`config.mk`:
```
export PLATFORM = sky130hd
export DESIGN_NAME = pdk_ctrl
export DESIGN_NICKNAME = d
export VERILOG_FILES = /design/src/hdl/pdk_pkg.sv /design/src/hdl/pdk_ctrl.sv
export SDC_FILE = /design/constraint.sdc
export NUM_CORES = 1
export LEC_CHECK = 0
export ABC_AREA = 1
export BUFFER_PORTS_ARGS = -buffer_cell sky130_fd_sc_hd__buf_2
export CORE_ASPECT_RATIO = 0.7
export CORE_MARGIN = 2
export CORE_UTILIZATION = 40
export CTS_CLUSTER_SIZE = 30
export DETAILED_ROUTE_END_ITERATION = 6
export GPL_TIMING_DRIVEN = 0
export PLACE_DENSITY = 0.64
export REMOVE_ABC_BUFFERS = 1
export SETUP_SLACK_MARGIN = 0.4
export SYNTH_ARGS = -nofsm -noshare
export SYNTH_HDL_FRONTEND = slang
export SYNTH_SLANG_ARGS = --single-unit
```
`constraint.sdc`:
```
create_clock -name clk -period 1.9 [get_ports clk]
set_input_delay 0.475 -clock clk [delete_from_list [all_inputs] [get_ports clk]]
set_output_delay 0.475 -clock clk [all_outputs]
set_load 0.02 [all_outputs]
```
`src/hdl/pdk_pkg.sv`:
```
// shared types, constants and helpers for the pair distance / kappa squared block
package pdk_pkg;

  // field widths
  localparam int POS_W   = 24;
  localparam int DIP_W   = 16;
  localparam int DIST_W  = 25;
  localparam int KAPPA_W = 19;
  localparam int CNT_W   = 13;
  localparam int CFG_W   = 13;
  localparam int CIDX_W  = 2;

  // default matrix limit
  localparam int DEF_MAX_POINTS = 4096;

  // kappa squared constants, Q3.16
  localparam logic [KAPPA_W-1:0] KAPPA2_ISO = 19'd43691;
  localparam logic [KAPPA_W-1:0] KAPPA2_MAX = 19'd262144;

  // last iteration indexes of the shared root / divide unit
  localparam logic [4:0] SQRT_LAST = 5'd31;
  localparam logic [4:0] DIV_LAST  = 5'd30;

  // configuration register indexes
  localparam logic [CIDX_W-1:0] REG_ORIENTED = 2'd0;
  localparam logic [CIDX_W-1:0] REG_DONORS   = 2'd1;
  localparam logic [CIDX_W-1:0] REG_ACCEPTORS = 2'd2;

  // vector codes: donor dipole, acceptor dipole, separation
  localparam logic [1:0] VEC_D = 2'd0;
  localparam logic [1:0] VEC_A = 2'd1;
  localparam logic [1:0] VEC_R = 2'd2;

  // component and cosine indexes
  localparam logic [1:0] IDX_LAST = 2'd2;

  typedef enum logic [4:0] {
    OP_NONE,
    OP_LOAD,
    OP_ACC_CLR,
    OP_SQ_MUL,
    OP_ACC_ADD,
    OP_SQRT_INIT_ACC,
    OP_SQRT_INIT_Q,
    OP_SQRT_STEP,
    OP_DIST_SAVE,
    OP_NORM_INIT,
    OP_NORM_STEP,
    OP_DIV_INIT,
    OP_DIV_STEP,
    OP_UNIT_SAVE,
    OP_OPA_LOAD,
    OP_DOT_MUL,
    OP_COS_SAVE,
    OP_K_MUL,
    OP_K_SUM,
    OP_K_ABS,
    OP_K_SQ,
    OP_K_FIN,
    OP_OUT
  } dp_op_t;

  typedef enum logic [4:0] {
    ST_IDLE,
    ST_SQ_CLR,
    ST_SQ_MUL,
    ST_SQ_ADD,
    ST_RT_INIT,
    ST_RT_STEP,
    ST_DIST_SAVE,
    ST_NM_INIT,
    ST_NM_STEP,
    ST_NR_INIT,
    ST_NR_STEP,
    ST_DV_INIT,
    ST_DV_STEP,
    ST_UNIT_SAVE,
    ST_DOT_CLR,
    ST_DOT_OPA,
    ST_DOT_MUL,
    ST_DOT_ADD,
    ST_COS_SAVE,
    ST_K_MUL,
    ST_K_SUM,
    ST_K_ABS,
    ST_K_SQ,
    ST_K_FIN,
    ST_OUT
  } ctrl_state_t;

  typedef struct packed {
    dp_op_t     op;
    logic [1:0] vsel;
    logic [1:0] csel;
    logic [1:0] ksel;
  } dp_cmd_t;

  typedef struct packed {
    logic norm_done;
    logic oriented;
    logic out_free;
  } dp_status_t;

  // first and second vector of each cosine: da, dr, ar
  function automatic logic [1:0] dot_vec_a(input logic [1:0] k);
    logic [1:0] v;
    v = (k == 2'd2) ? VEC_A : VEC_D;
    return v;
  endfunction

  function automatic logic [1:0] dot_vec_b(input logic [1:0] k);
    logic [1:0] v;
    v = (k == 2'd0) ? VEC_A : VEC_R;
    return v;
  endfunction

endpackage

```
`src/hdl/pdk_ctrl.sv`:
```
// sequencer that steps the datapath through one pair
module pdk_ctrl (
  input  logic                clk,
  input  logic                rst,
  input  logic                in_valid,
  output logic                in_stall,
  input  pdk_pkg::dp_status_t status,
  output pdk_pkg::dp_cmd_t    cmd
);
  import pdk_pkg::*;

  ctrl_state_t state, state_next;
  logic [1:0]  ci;
  logic [1:0]  vi;
  logic [1:0]  k;
  logic [4:0]  cnt;

  assign in_stall = (state != ST_IDLE);

  // next state
  always_comb begin
    state_next = state;
    unique case (state)
      ST_IDLE:      if (in_valid) state_next = ST_SQ_CLR;
      ST_SQ_CLR:    state_next = ST_SQ_MUL;
      ST_SQ_MUL:    state_next = ST_SQ_ADD;
      ST_SQ_ADD: begin
        if (ci != IDX_LAST) state_next = ST_SQ_MUL;
        else if (vi == VEC_R) state_next = ST_RT_INIT;
        else state_next = ST_NM_INIT;
      end
      ST_RT_INIT:   state_next = ST_RT_STEP;
      ST_RT_STEP:   if (cnt == SQRT_LAST) state_next = ST_DIST_SAVE;
      ST_DIST_SAVE: state_next = status.oriented ? ST_NM_INIT : ST_OUT;
      ST_NM_INIT:   state_next = ST_NM_STEP;
      ST_NM_STEP:   if (status.norm_done) state_next = ST_NR_INIT;
      ST_NR_INIT:   state_next = ST_NR_STEP;
      ST_NR_STEP:   if (cnt == SQRT_LAST) state_next = ST_DV_INIT;
      ST_DV_INIT:   state_next = ST_DV_STEP;
      ST_DV_STEP:   if (cnt == DIV_LAST) state_next = ST_UNIT_SAVE;
      ST_UNIT_SAVE: begin
        if (ci != IDX_LAST) state_next = ST_DV_INIT;
        else if (vi == VEC_A) state_next = ST_DOT_CLR;
        else state_next = ST_SQ_CLR;
      end
      ST_DOT_CLR:   state_next = ST_DOT_OPA;
      ST_DOT_OPA:   state_next = ST_DOT_MUL;
      ST_DOT_MUL:   state_next = ST_DOT_ADD;
      ST_DOT_ADD:   state_next = (ci == IDX_LAST) ? ST_COS_SAVE : ST_DOT_OPA;
      ST_COS_SAVE:  state_next = (k == IDX_LAST) ? ST_K_MUL : ST_DOT_CLR;
      ST_K_MUL:     state_next = ST_K_SUM;
      ST_K_SUM:     state_next = ST_K_ABS;
      ST_K_ABS:     state_next = ST_K_SQ;
      ST_K_SQ:      state_next = ST_K_FIN;
      ST_K_FIN:     state_next = ST_OUT;
      ST_OUT:       if (status.out_free) state_next = ST_IDLE;
      default:      state_next = ST_IDLE;
    endcase
  end

  // datapath commands
  always_comb begin
    cmd.op   = OP_NONE;
    cmd.vsel = vi;
    cmd.csel = ci;
    cmd.ksel = k;
    unique case (state)
      ST_IDLE:      if (in_valid) cmd.op = OP_LOAD;
      ST_SQ_CLR:    cmd.op = OP_ACC_CLR;
      ST_SQ_MUL:    cmd.op = OP_SQ_MUL;
      ST_SQ_ADD:    cmd.op = OP_ACC_ADD;
      ST_RT_INIT:   cmd.op = OP_SQRT_INIT_ACC;
      ST_RT_STEP:   cmd.op = OP_SQRT_STEP;
      ST_DIST_SAVE: cmd.op = OP_DIST_SAVE;
      ST_NM_INIT:   cmd.op = OP_NORM_INIT;
      ST_NM_STEP:   cmd.op = OP_NORM_STEP;
      ST_NR_INIT:   cmd.op = OP_SQRT_INIT_Q;
      ST_NR_STEP:   cmd.op = OP_SQRT_STEP;
      ST_DV_INIT:   cmd.op = OP_DIV_INIT;
      ST_DV_STEP:   cmd.op = OP_DIV_STEP;
      ST_UNIT_SAVE: cmd.op = OP_UNIT_SAVE;
      ST_DOT_CLR:   cmd.op = OP_ACC_CLR;
      ST_DOT_OPA: begin
        cmd.op   = OP_OPA_LOAD;
        cmd.vsel = dot_vec_a(k);
      end
      ST_DOT_MUL: begin
        cmd.op   = OP_DOT_MUL;
        cmd.vsel = dot_vec_b(k);
      end
      ST_DOT_ADD:   cmd.op = OP_ACC_ADD;
      ST_COS_SAVE:  cmd.op = OP_COS_SAVE;
      ST_K_MUL:     cmd.op = OP_K_MUL;
      ST_K_SUM:     cmd.op = OP_K_SUM;
      ST_K_ABS:     cmd.op = OP_K_ABS;
      ST_K_SQ:      cmd.op = OP_K_SQ;
      ST_K_FIN:     cmd.op = OP_K_FIN;
      ST_OUT:       if (status.out_free) cmd.op = OP_OUT;
      default:      cmd.op = OP_NONE;
    endcase
  end

  // state and loop counters
  always_ff @(posedge clk) begin
    if (rst) begin
      state <= ST_IDLE;
      ci    <= '0;
      vi    <= VEC_R;
      k     <= '0;
      cnt   <= '0;
    end else begin
      state <= state_next;
      case (state)
        ST_IDLE: begin
          vi <= VEC_R;
          k  <= '0;
        end
        ST_SQ_CLR:  ci <= '0;
        ST_SQ_ADD:  if (ci != IDX_LAST) ci <= ci + 2'd1;
        ST_RT_INIT, ST_NR_INIT, ST_DV_INIT: cnt <= '0;
        ST_RT_STEP, ST_NR_STEP, ST_DV_STEP: cnt <= cnt + 5'd1;
        ST_NM_INIT: ci <= '0;
        ST_UNIT_SAVE: begin
          if (ci != IDX_LAST) begin
            ci <= ci + 2'd1;
          end else begin
            ci <= '0;
            vi <= (vi == VEC_R) ? VEC_D : VEC_A;
          end
        end
        ST_DOT_CLR: ci <= '0;
        ST_DOT_ADD: if (ci != IDX_LAST) ci <= ci + 2'd1;
        ST_COS_SAVE: k <= k + 2'd1;
        default: ;
      endcase
    end
  end

endmodule

```
==> results of run 1 <==
[cells in the final DEF, fill, tap and decap left out, drive strengths merged]
cell,n
nor4,2
nand3,31
a211oi,1
a21oi,9
o21bai,1
xor2,1
inv,41
dfxtp,16
nand3b,1
nand4,8
o21ai,12
o211ai,2
clkbuf,3
buf,47
o22ai,1
ha,9
nor2,46
nand2,67
nor3,13
[final timing paths]
check / to / slack [ns] / depth (start not counted)
setup reg to reg: state[3] / 0.32 / 9
setup / recovery: cmd[6] / -0.17 / 8
hold reg to reg: cnt[3] / 0.48 / 2
hold / removal: cnt[3] / 0.48 / 2
[worst min-delay path, delay by kind of cell, from the launching register on]
| kind | cells | cell delay (ns) |
|---|---|---|
| compound gates | 1 | 0.05 |
| flops | 1 | 0.32 |
| simple gates | 1 | 0.06 |
[metrics by stage]
step	TNS [ns]	area [sq um]	hold slack, ns
after detailed placement	-2.01	1620	0.478
after global placement	-2.52	1620	0.469
after floorplan	0	1470	0.447
after global routing	-1.60	2390	0.508
after CTS	-0.613	2090	0.488
final	-1.02	2390	0.480
[per-layer routing]
metal  track usage (%)  up-vias
met1              32.8      903
met2              46.9      141
met3              7.31       38
met4              12.1        0
li1                  -      954
met5                 0        -
[registers in the layout, indices dropped and copies added (netlist names)]
| name | flops |
|---|---|
| vi | 2 |
| k | 2 |
| cnt | 5 |
| state | 5 |
| ci | 2 |
[logic make-up (layout without fill, tap and decap cells)]
kind of cell,Yosys count,after routing
XOR/XNOR,1,1
buffers and inverters,45,91
adder cells (fa/ha/maj),9,9
AND/OR/NAND/NOR,168,168
flip-flops,16,16
AO/OA/AOI/OAI,26,26
[power groups by stage]
stage	logic, W	clock network [W]	registers (W)
after floorplan	0.000173	0	0.000377
final	0.000414	0.000261	0.000371
after detailed placement	0.000249	0	0.000371
after global placement	0.000251	0	0.000371
after CTS	0.000330	0.000275	0.000371
after global routing	0.000452	0.000280	0.000373
[cell type report]
type                    instances  area [sq um]
flip-flops and latches         16           347
clock buffers                   3          41.3
multi-input cells             204          1380
inverters                      41           171
well taps                      50          62.6
repair buffers                 47           392
fillers                       268          1140
[synthesized netlist by cell type]
library cell	count
nand2_1	65
nor2_1	43
inv_1	39
nand3_1	30
dfxtp_1	16
nor3_1	13
o21ai_0	12
a21oi_1	9
ha_1	9
nand4_1	8
buf_2	3
nor2_2	3
inv_2	2
nand2_2	2
nor4_1	2
o211ai_1	2
a211oi_1	1
clkbuf_1	1
nand3_2	1
nand3b_1	1
o21bai_1	1
o22ai_1	1
xor2_1	1
[timing repair]
action                                  CTS  global route
pin swaps                                14            23
gates resized for setup                  95            55
setup buffers                            16            14
endpoints found under the setup margin   22            21
hold buffers                              0             0
==> results.yml, run 1 <==
clocking:
  cts_buffers: 3
  clockRootBuffer: "clkbuf_8"
  clock_latency_ns: 0.25
  cts.clk_slew.worst_paths_ns: 0.06
  cts_tree: "yes"
  cts.sinks: 16
  cts.path.max_buffers: 2
  htreeDepth: 1
critical_path:
  cp-start-kind: "register"
  regToRegStartpoint: "state[0]"
  cp_num_buf_inv: 3
  path_max_fanout: 6
  cp.required_ns: 1.42
  path_class: "register to output port"
  slowest_stage: "dfxtp_4"
  critPathMaxStageDelay_ns: 0.43
  cp-startpoint: "state[0]"
  cp_top_family: "simple AND/OR/NAND/NOR gates"
  endpoint_kind: "output port"
  crit_arrival_ns: 1.60
  path_cells: "inv_4, nor2_4, nand3_4, buf_4, nand2_1, nor2_1, nand3_2, buf_6"
drt:
  drtAntennaViolNets: 0
  wl_met3_microns: 647
  dr_total_vias: 2036
  top_layer: "met4"
  drt_iter0_markers: 251
  wirelength_mm: 5.87
  via_per_inst: 5.64
  wire_per_inst_microns: 16.3
  dr.pass1.iters: 6
  wl_met2_mm: 2.59
  drt-met1-wl_mm: 2.37
  drc_errors: 0
power:
  p_seq_share_pct: 35.4
  total_power_w: 0.00105
  power_leakage_nw: 1.18
  switching_share_pct: 37.7
  powerDensity_nw_per_um2: 437
  ir_drop_mv: 0.268
  internal_power_w: 0.000651
  clkPwrFrac_pct: 25.0
  comb_power_share_pct: 39.6
  power_switching_w: 0.000395
synth:
  synth_seq_cells: 16
  syn_area_sq_um: 1490
  synth_area_leader_cell: "dfxtp_1"
  synth_warnings: 0
  synthMuxAreaShare_pct: 0
  synth-xor-area-share_pct: 0.589
  synth_fa_ha_area_share_pct: 7.57
  synth.avg_cell_area_sq_um: 5.61
  ys_seq_area_share_pct: 21.5
  synthTopCellsByArea: "dfxtp_1, nand2_1, nor2_1"
  synth_top_area_share_pct: 21.5
  synth-compound-area-share_pct: 9.50
  synth.distinct_cells: 23
  postSynthCellCount: 265
  synth_simple_gate_area_share_pct: 49.2
  synth_top_family_by_area: "simple AND/OR/NAND/NOR gates"
placed_design:
  dp_slack_ns: -0.330
  io_buffers: 17
  dp.cells: 328
  dp_hpwl_mm: 3.36
  gp_congestion: 0.998
timing:
  fin_ws_ns: -0.174
  rsz0062_at_grt: "yes"
  hold_viol: 0
  tightestPinTransition_ns: 0.311
  final.setup_skew_ns: 0.000918
  post-route-min-period_ns: 2.07
  setup_violations: 8
  fmax_mhz: 482
  period_share_pct: 109
  finalMaxSlewViolations: 0
  relSlewSlack_pct: 79.2
cells_and_area:
  nNetsFinal: 328
  final_cell_count_no_fill: 361
  drive_gt1_share_pct: 45.0
  syn_to_final_growth_pct: 60.8
  n_antenna_cell: 0
  finish.utilization_pct: 67.7
die:
  initial_core_util_pct: 42.1
  die_h_microns: 55.0
  dieArea_sq_um: 4230
  fp.coreArea_sq_um: 3540
  placementRows: 18
  die_x_microns: 76.9
  ioPinCount: 18
grt:
  grt_antenna_before_repair: 0
  grt-ovfl-total: 0
  grt_max_degree: 11
  grt_pass1_vias: 1871
  grt_pass1_wl_mm: 8.89
  grt.total_usage_pct: 27.1
run_status:
  status: "finished, violations left"
  violations: "setup timing"
hold_path:
  hp-class: "register to register"
  min-delay-start: "cnt[3]"
job:
  max_cap_violations: 0
Note: power is estimated with default switching activity, not from simulation.
==> inputs of run 2 (changes only) <==
--- a/config.mk
+++ b/config.mk
@@ -6,14 +6,14 @@
 export NUM_CORES = 1
 export LEC_CHECK = 0
 export ABC_AREA = 1
-export BUFFER_PORTS_ARGS = -buffer_cell sky130_fd_sc_hd__buf_2
 export CORE_ASPECT_RATIO = 0.7
 export CORE_MARGIN = 2
 export CORE_UTILIZATION = 40
 export CTS_CLUSTER_SIZE = 30
 export DETAILED_ROUTE_END_ITERATION = 6
+export DONT_BUFFER_PORTS = 1
 export GPL_TIMING_DRIVEN = 0
-export PLACE_DENSITY = 0.64
+export PLACE_DENSITY = 0.6
 export REMOVE_ABC_BUFFERS = 1
 export SETUP_SLACK_MARGIN = 0.4
 export SYNTH_ARGS = -nofsm -noshare
==> run 2 against run 1 <==
Against the previous run:
- the flow still finishes with violations (setup timing)
- maximum frequency is 2.4% lower
- clock skew grew 0.0024 ns
- worst hold slack lost 0.22 ns
- highest routed layer unchanged
- final cell count decreased by 3.3%
- flip-flop and latch count unchanged
- non-clock buffer count fell by 13
- critical path depth is 2 lower
- worst setup slack worse by 0.052 ns
- cell area decreased by 0.21%
- combinational power decreased by 8.2%
- power is 4.0% higher
- global-route usage increased by 0.61 points
==> results.yml, run 2 (synthesis gave the netlist of run 1 again) <==
power:
  total_power_w: 0.00109
  power_leakage_nw: 1.13
  ir_drop_mv: 0.322
  powerDensity_nw_per_um2: 456
cells_and_area:
  nNetsFinal: 315
  finish.utilization_pct: 67.5
  n_antenna_cell: 0
  multi_input_area_sq_um: 1420
  drive_gt1_share_pct: 46.5
  final_common_cell: "nand2_1"
  finalInstanceArea_sq_um: 2390
  n_fill_cell: 268
  final_cell_mix: "nand2_1, inv_1, nor2_1"
  layout.area.seq_sq_um: 348
  syn_to_final_growth_pct: 60.5
  top_regs: "cnt: 5 flops, state: 5 flops"
clocking:
  cts.path.max_buffers: 2
  cts_tree: "yes"
  cts.clk_slew.worst_paths_ns: 0.07
  htreeDepth: 1
  clock_latency_ns: 0.26
  clockRootBuffer: "clkbuf_8"
  cts_buffers: 3
  cts.sinks: 16
  hold_buffers: 0
critical_path:
  regToRegStartpoint: "state[2]"
  cp-start-kind: "register"
  rr_endpoint: "state[0]"
  crit_arrival_ns: 1.65
  endpoint_kind: "output port"
  rrSetupSlack_ns: 0.14
  path_class: "register to output port"
  path_max_fanout: 7
  cp.required_ns: 1.42
  ff2ff_path_depth: 12
drt:
  drt_iter0_markers: 300
  wirelength_mm: 6.52
  wire_per_inst_microns: 18.7
  drtAntennaViolNets: 0
  dr.pass1.iters: 6
  dr_total_vias: 2124
  drc_errors: 0
  via_per_inst: 6.09
hold_path:
  hold_depth: 1
  hp-class: "input pin to register"
  min-delay-start: "rst"
  min_to: "state[1]"
timing:
  setup_violations: 8
  relSlewSlack_pct: 65.1
  finalMaxSlewViolations: 0
  period_share_pct: 112
  tightestPinTransition_ns: 0.521
  hold_viol: 0
  rsz0062_at_grt: "yes"
  fmax_mhz: 470
  setup_tns_ns: -1.05
  fin_ws_ns: -0.226
  post-route-min-period_ns: 2.13
  final.setup_skew_ns: 0.00333
die:
  fp.coreArea_sq_um: 3540
  die_x_microns: 76.9
  ioPinCount: 18
  die_h_microns: 55.0
  placementRows: 18
  initial_core_util_pct: 42.1
  dieArea_sq_um: 4230
placed_design:
  dp_hpwl_mm: 3.42
  placed_area_sq_um: 1530
  io_buffers: 0
  dp_slack_ns: -0.345
  gp_congestion: 0.983
run_status:
  status: "finished, violations left"
  violations: "setup timing"
grt:
  grt-ovfl-total: 0
  grt.total_usage_pct: 27.7
  grt_antenna_before_repair: 0
  grt_pass1_vias: 1909
  grt_max_degree: 11
  grt_pass1_wl_mm: 9.04
job:
  max_cap_violations: 0
## run 2: changes by cell type in the layout (fill, tap and decap cells not counted), sizes merged
| cell | previous run | this run |
|---|---|---|
| clkbuf | 3 | 4 |
| buf | 47 | 34 |
## run 2: how the worst max path moves through the flow
stage	from	endpoint	cells past startpoint
2_1_floorplan	state[2]	cmd[6]	6
3_3_place_gp	state[4]	cmd[7]	5
3_5_place_dp	state[1]	cmd[7]	5
4_1_cts	state[1]	cmd[7]	5
5_1_grt	state[1]	cmd[6]	6
6_report	state[1]	cmd[6]	6
## run 2: area by class of cell
type | count | area share (%)
Clock buffer | 4 | 2.31
Inverter | 41 | 7.08
Multi-Input combinational cell | 204 | 59.5
Sequential cell | 16 | 14.6
Tap cell | 50 | 2.62
Timing Repair Buffer | 34 | 13.9
## run 2: what timing repair did
action | CTS | global route
buffers inserted | 22 | 12
pin swaps | 22 | 18
endpoints found under the hold margin | 0 | 0
endpoints found under the setup margin | 24 | 21
resized for setup | 92 | 64
## run 2: metal layers
metal	GRT usage, %	wire length [microns]
met3	8.44	727
met2	46.8	2930
met1	32.7	2520
met4	15.8	339
met5	0	0
## run 2: metrics by stage
stage	hold WS, ns	instances
after detailed placement	0.472	311
after CTS	0.263	337
after floorplan	0.447	261
final	0.259	349
after global placement	0.463	311
after global routing	0.253	349
## run 2: worst max-delay path, stage by stage, from the launching register on
cell and delay [ns]:
dfxtp_4 0.44, nor2_4 0.10, buf_6 0.14, nand3_2 0.12, nand2_1 0.10, a211oi_2 0.28
nand3_2 0.19
## run 2: power breakdown
group          leakage, nW  internal [W]  switching, W  total [W]
Clock               0.0288      0.000185      0.000138   0.000323
Combinational        0.962      0.000140      0.000240   0.000380
Sequential           0.136      0.000348     0.0000378   0.000385
Total                 1.13      0.000672      0.000416    0.00109
